--- src/hdl/wse_pkg.sv ---
`timescale 1ns / 1ps
`default_nettype none
// ----------------------------------------------------------------------------
// wse_pkg: shared types and constants of the window statistics engine
// Field widths, result limits and the codes of the serial arithmetic unit.
// ----------------------------------------------------------------------------
package wse_pkg;

  localparam int WINDOW_DEPTH_DEF = 1024;

  localparam int SAMPLE_W = 16;
  localparam int MEAN_W   = 32;
  localparam int SD_W     = 32;
  localparam int SKEW_W   = 23;
  localparam int KURT_W   = 27;
  localparam int RATE_W   = 16;
  localparam int FRAC_W   = 16;

  // packed result fields: 162 bits, padded to whole bytes
  localparam int OUT_FIELDS_W = 2 * SAMPLE_W + MEAN_W + SD_W + SKEW_W + KURT_W + RATE_W;
  localparam int OUT_DATA_W   = ((OUT_FIELDS_W + 7) / 8) * 8;
  localparam int OUT_PAD_W    = OUT_DATA_W - OUT_FIELDS_W;

  // integer square root unit: radicand and root widths
  localparam int SQ_W  = 32;
  localparam int RAD_W = 2 * SQ_W;

  // quotient limits before the roots
  localparam int SD_Q   = RAD_W;
  localparam int SKEW_Q = 2 * SKEW_W;

  localparam logic [SKEW_W-1:0] SKEW_POS_MAX = SKEW_W'(4194303);
  localparam logic [SKEW_W-1:0] SKEW_NEG_MAG = SKEW_W'(4194304);

  localparam logic signed [SAMPLE_W-1:0] SAMPLE_MIN = -16'sd32768;
  localparam logic signed [SAMPLE_W-1:0] SAMPLE_MAX = 16'sd32767;

  localparam logic [1:0] OP_MUL  = 2'd0;
  localparam logic [1:0] OP_DIV  = 2'd1;
  localparam logic [1:0] OP_SQRT = 2'd2;

  typedef struct packed {
    logic       start;
    logic [1:0] op;
  } alu_ctl_t;

endpackage
`default_nettype wire

--- src/hdl/wse_moment.sv ---
`timescale 1ns / 1ps
`default_nettype none
// ----------------------------------------------------------------------------
// wse_moment: central moment accumulator
// Raises one deviation magnitude to powers 2..4 chunk by chunk on one
// multiplier and adds the powers into the moment sums.
// ----------------------------------------------------------------------------
module wse_moment
  import wse_pkg::*;
#(
  parameter int MW = 30,
  parameter int CW = 11
) (
  input  wire logic                  clk,
  input  wire logic                  rst_n,
  input  wire logic                  start,
  input  wire logic                  clr,
  input  wire logic [MW-1:0]         mag,
  input  wire logic                  neg,
  output logic                       busy,
  output logic                       done,
  output logic [2*MW+CW-1:0]         m2,
  output logic [3*MW+CW-1:0]         m3p,
  output logic [3*MW+CW-1:0]         m3n,
  output logic [4*MW+CW-1:0]         m4
);

  localparam int PW  = 4 * MW;
  localparam int M2W = 2 * MW + CW;
  localparam int M3W = 3 * MW + CW;
  localparam int M4W = 4 * MW + CW;

  logic            run_r, phase_r, done_r, neg_r;
  logic [1:0]      pw_r, k_r;
  logic [PW-1:0]   p_r, acc_r;
  logic [2*MW-1:0] prod_r;
  logic [MW-1:0]   mag_r;
  logic [M2W-1:0]  m2_r;
  logic [M3W-1:0]  m3p_r, m3n_r;
  logic [M4W-1:0]  m4_r;

  logic [MW-1:0]   chunk;
  logic [PW-1:0]   shifted, sum_new;

  always_comb begin
    chunk   = p_r[k_r*MW +: MW];
    shifted = PW'(prod_r) << (k_r * MW);
    sum_new = acc_r + shifted;
  end

  always_ff @(posedge clk) begin
    if (!rst_n) begin
      run_r   <= 1'b0;
      phase_r <= 1'b0;
      done_r  <= 1'b0;
      m2_r    <= '0;
      m3p_r   <= '0;
      m3n_r   <= '0;
      m4_r    <= '0;
    end else begin
      done_r <= 1'b0;
      if (clr) begin
        m2_r  <= '0;
        m3p_r <= '0;
        m3n_r <= '0;
        m4_r  <= '0;
      end
      if (start && !run_r) begin
        run_r   <= 1'b1;
        phase_r <= 1'b0;
        pw_r    <= 2'd1;
        k_r     <= 2'd0;
        p_r     <= PW'(mag);
        acc_r   <= '0;
        mag_r   <= mag;
        neg_r   <= neg;
      end else if (run_r) begin
        if (!phase_r) begin
          prod_r  <= chunk * mag_r;
          phase_r <= 1'b1;
        end else begin
          phase_r <= 1'b0;
          if (k_r == pw_r - 2'd1) begin
            // power complete: it becomes the multiplicand of the next one
            p_r   <= sum_new;
            acc_r <= '0;
            k_r   <= 2'd0;
            pw_r  <= pw_r + 2'd1;
            case (pw_r)
              2'd1: m2_r <= m2_r + M2W'(sum_new[2*MW-1:0]);
              2'd2: begin
                if (neg_r) begin
                  m3n_r <= m3n_r + M3W'(sum_new[3*MW-1:0]);
                end else begin
                  m3p_r <= m3p_r + M3W'(sum_new[3*MW-1:0]);
                end
              end
              default: begin
                m4_r   <= m4_r + M4W'(sum_new);
                run_r  <= 1'b0;
                done_r <= 1'b1;
              end
            endcase
          end else begin
            acc_r <= sum_new;
            k_r   <= k_r + 2'd1;
          end
        end
      end
    end
  end

  assign busy = run_r;
  assign done = done_r;
  assign m2   = m2_r;
  assign m3p  = m3p_r;
  assign m3n  = m3n_r;
  assign m4   = m4_r;

endmodule
`default_nettype wire

--- config.mk ---
export PLATFORM = sky130hd
export DESIGN_NAME = wse_moment
export DESIGN_NICKNAME = d
export VERILOG_FILES = /design/src/hdl/wse_pkg.sv /design/src/hdl/wse_moment.sv
export SDC_FILE = /design/constraint.sdc
export NUM_CORES = 2
export LEC_CHECK = 0
export BUFFER_PORTS_ARGS = -buffer_cell sky130_fd_sc_hd__buf_2
export CAP_MARGIN = 20
export CORE_MARGIN = 2
export CORE_UTILIZATION = 55
export DETAILED_ROUTE_END_ITERATION = 8
export HOLD_SLACK_MARGIN = 0.1
export MAX_ROUTING_LAYER = met4
export PLACE_DENSITY = 0.82
export SETUP_SLACK_MARGIN = 0.05
export SLEW_MARGIN = 20
export SYNTH_ARGS = -nofsm -noshare
export SYNTH_HDL_FRONTEND = slang
export SYNTH_SLANG_ARGS = --single-unit
--- constraint.sdc ---
create_clock -name clk -period 14.9 [get_ports clk]
set_input_delay 0.745 -clock clk [delete_from_list [all_inputs] [get_ports clk]]
set_output_delay 0.745 -clock clk [all_outputs]
set_load 0.05 [all_outputs]
==> flow_summary.toml <==
[outcome]
status = "finished, final reports clean"

[grt]
first_global_vias = 82464
groute.usage.overall = 0.4422
grt_pass1_wl_um = 530300
overflow = 0
grt_max_degree = 124
antenna_found_initial = 22

[sta]
setup_viol = 0
tightestPinTransition_ns = 1.232
max_slew_margin = 0.1781
finalCriticalPeriod_ns = 11.89
rsz0062_at_grt = "false"
skew_ns = 0.04395
post-route-period-util = 0.7982
slew_viol_final = 0
finalSetupTns_ns = 0
setup_ws_ns = 3.006
hold_viol_final = 0
fmax_mhz = 84.08

[worst_setup_path]
cp_max_fo = 57
cpMostUsedCell = "o21ai_0"
cpMaxStageDelayCell = "nor4_1"
crit_arrival_ns = 12.51
end_kind = "flop"
required_ns = 15.52
max_stage_delay_ns = 0.90
worst-setup-path-type = "flop to flop"
worstSetupStartpointType = "flop"

[clock_tree]
cts-root-buf = "clkbuf_16"
ctsResizeCount = 0
htree_levels = 3
cts_setup_buffers = 0
clk_pin_slew_worst_paths_ns = 0.07
insertion_delay_ns = 0.75
cts_max_path_buffers = 3
cts_buffers = 92
cts_tree = "done"
hold_buffers = 0
cts.sinks = 742

[layout]
register_area_mm2 = 0.01821
area_delta_synth_final_pct = 7.693
drive_above_1_share = 0.08222
fillers = 14060
multi_input_area_mm2 = 0.06450
layout.nets = 12386
fin_area_mm2 = 0.09588

[job]
drv_cap = 0

[drt]
first_pass_iters = 6
drc = 0
vias_per_cell = 6.442
drt_iter0_markers = 9405
vias = 84272
drtAntennaViolNets = 0
wl_per_cell_um = 27.56
routed_wl_um = 360600

[placement]
globalplace.congestion = 1.053
dpl.hpwl_um = 288700
dpl-instance-area_mm2 = 0.09247
io_buffers = 440
dp_slack_ns = 3.257

[die]
die_w_um = 406.3
pin_count = 441
num_rows = 147
die-area_mm2 = 0.1651
start_util = 0.5545
core_area_mm2 = 0.1606
dieHeight_um = 406.3

[min_path]
hp-class = "input port to flop"

[synth]
synth_edf_count = 335
ys_seq_area_frac = 0.2045
syn-num-nets = 12388
ys_ff_latch = 742
synthArstFlopShare = 0
synth_warnings = 0
syn_inst = 10835
synth.distinct_cells = 98
mappedNetlistArea_mm2 = 0.08903
synthFlopType = "dfxtp_1"
syn_area_per_cell_um2 = 8.217
[cells by family after synthesis]
kind of cell    count (synthesis)  share of synthesized area
flops                         742                     0.2045
simple gates                 3494                     0.1813
buf+inv                      1715                    0.07249
mux                           126                    0.02184
fa+ha+maj                    1518                     0.2795
compound gates               2729                     0.1901
xor+xnor                      511                    0.05027
[flip-flops by register name (all words and copies together), names as in the netlist, 2 cells and up]
register	count
m4	131
acc_r	120
p_r	120
m3n	101
m3p	101
m2	71
prod_r	60
mag_r	30
k_r	2
pw_r	2
[worst max-delay path, delay by kind of cell, from the launching register on]
family / cells / cell delay, ns
muxes: 1 / 0.42
and+or+nand+nor: 12 / 3.45
AOI/OAI and AO/OA: 13 / 4.05
xor gates and xnor gates: 1 / 0.36
DFF: 1 / 0.33
buffers and inverters: 4 / 1.66
adders and majority gates: 3 / 1.43
[final cells by class]
| cell class | count | area share |
|---|---|---|
| antenna | 12 | 0.0003132 |
| clock buffer | 116 | 0.02700 |
| clock inverter | 55 | 0.007660 |
| inverter | 1065 | 0.04177 |
| multi-input combinational | 8378 | 0.6728 |
| sequential | 742 | 0.1899 |
| tap | 2160 | 0.02819 |
| timing repair buffer | 554 | 0.03242 |
[layout by cell type (no fill, tap or decap), types with 41 or more instances in the layout]
master,instances
buf_2,439
ha_1,730
xnor2_1,291
mux4_2,52
fa_1,785
nor2_1,813
o31ai_1,44
xor2_1,220
a21oi_1,888
a21boi_0,41
inv_1,1061
o21bai_1,124
a31oi_1,154
a211oi_1,54
nand3_1,203
buf_4,111
clkbuf_16,97
and3_1,106
o211ai_1,49
nor3_1,98
a21o_1,352
nand2_1,1381
o21a_1,72
nand4_1,189
dfxtp_1,407
nor2b_1,117
mux2i_1,48
nand2b_1,62
o21ai_0,621
edfxtp_1,335
and2_1,347
[path summary, 6_finish.rpt]
path	from	to	slack (ns)	cells past startpoint
worst min register to register	m4[86]$_SDFF_PN0_	m4[86]$_SDFF_PN0_	0.47	2
worst max-delay path	k_r[1]$_SDFFCE_PP0P_	m4[126]$_SDFF_PN0_	3.01	34
worst min-delay path	neg	neg_r$_DFFE_PP_	0.21	1
worst max register to register	k_r[1]$_SDFFCE_PP0P_	m4[126]$_SDFF_PN0_	3.01	34
[routing by layer]
metal  routed length, um  global-route usage  up-vias  share of wire
li1                    -                   -    37099              -
met1              137500              0.5267    41448           0.38
met2              166100              0.7013     4663           0.46
met3               34800             0.09781     1062          0.097
met4               22160              0.2314        0          0.061
met5                   0                   -        -              0
[cell usage after synthesis (all sizes together), types with 220 or more instances]
cell,count,area (um^2)
nand2,1383,5191
inv,1064,3994
a21oi,890,4458
nor2,824,3093
fa,785,15720
ha,733,9171
o21ai,639,3198
clkbuf,618,2320
dfxtp,407,8148
a21o,352,2643
and2,351,2201
edfxtp,335,10060
xnor2,291,2549
xor2,220,1927
[metrics by stage]
step,hold slack (ns),instances,utilization
floorplan,0.5901,10835,-
global placement,0.4477,12896,0.5759
global route,0.2134,13081,0.5971
detailed placement,0.4630,12896,0.5759
finish,0.2132,13082,0.5971
CTS,0.1679,13067,0.5966
Power is left out: the tool's default activity adds up to more than one toggle a clock period on the data nets, which glitch-free logic cannot reach.
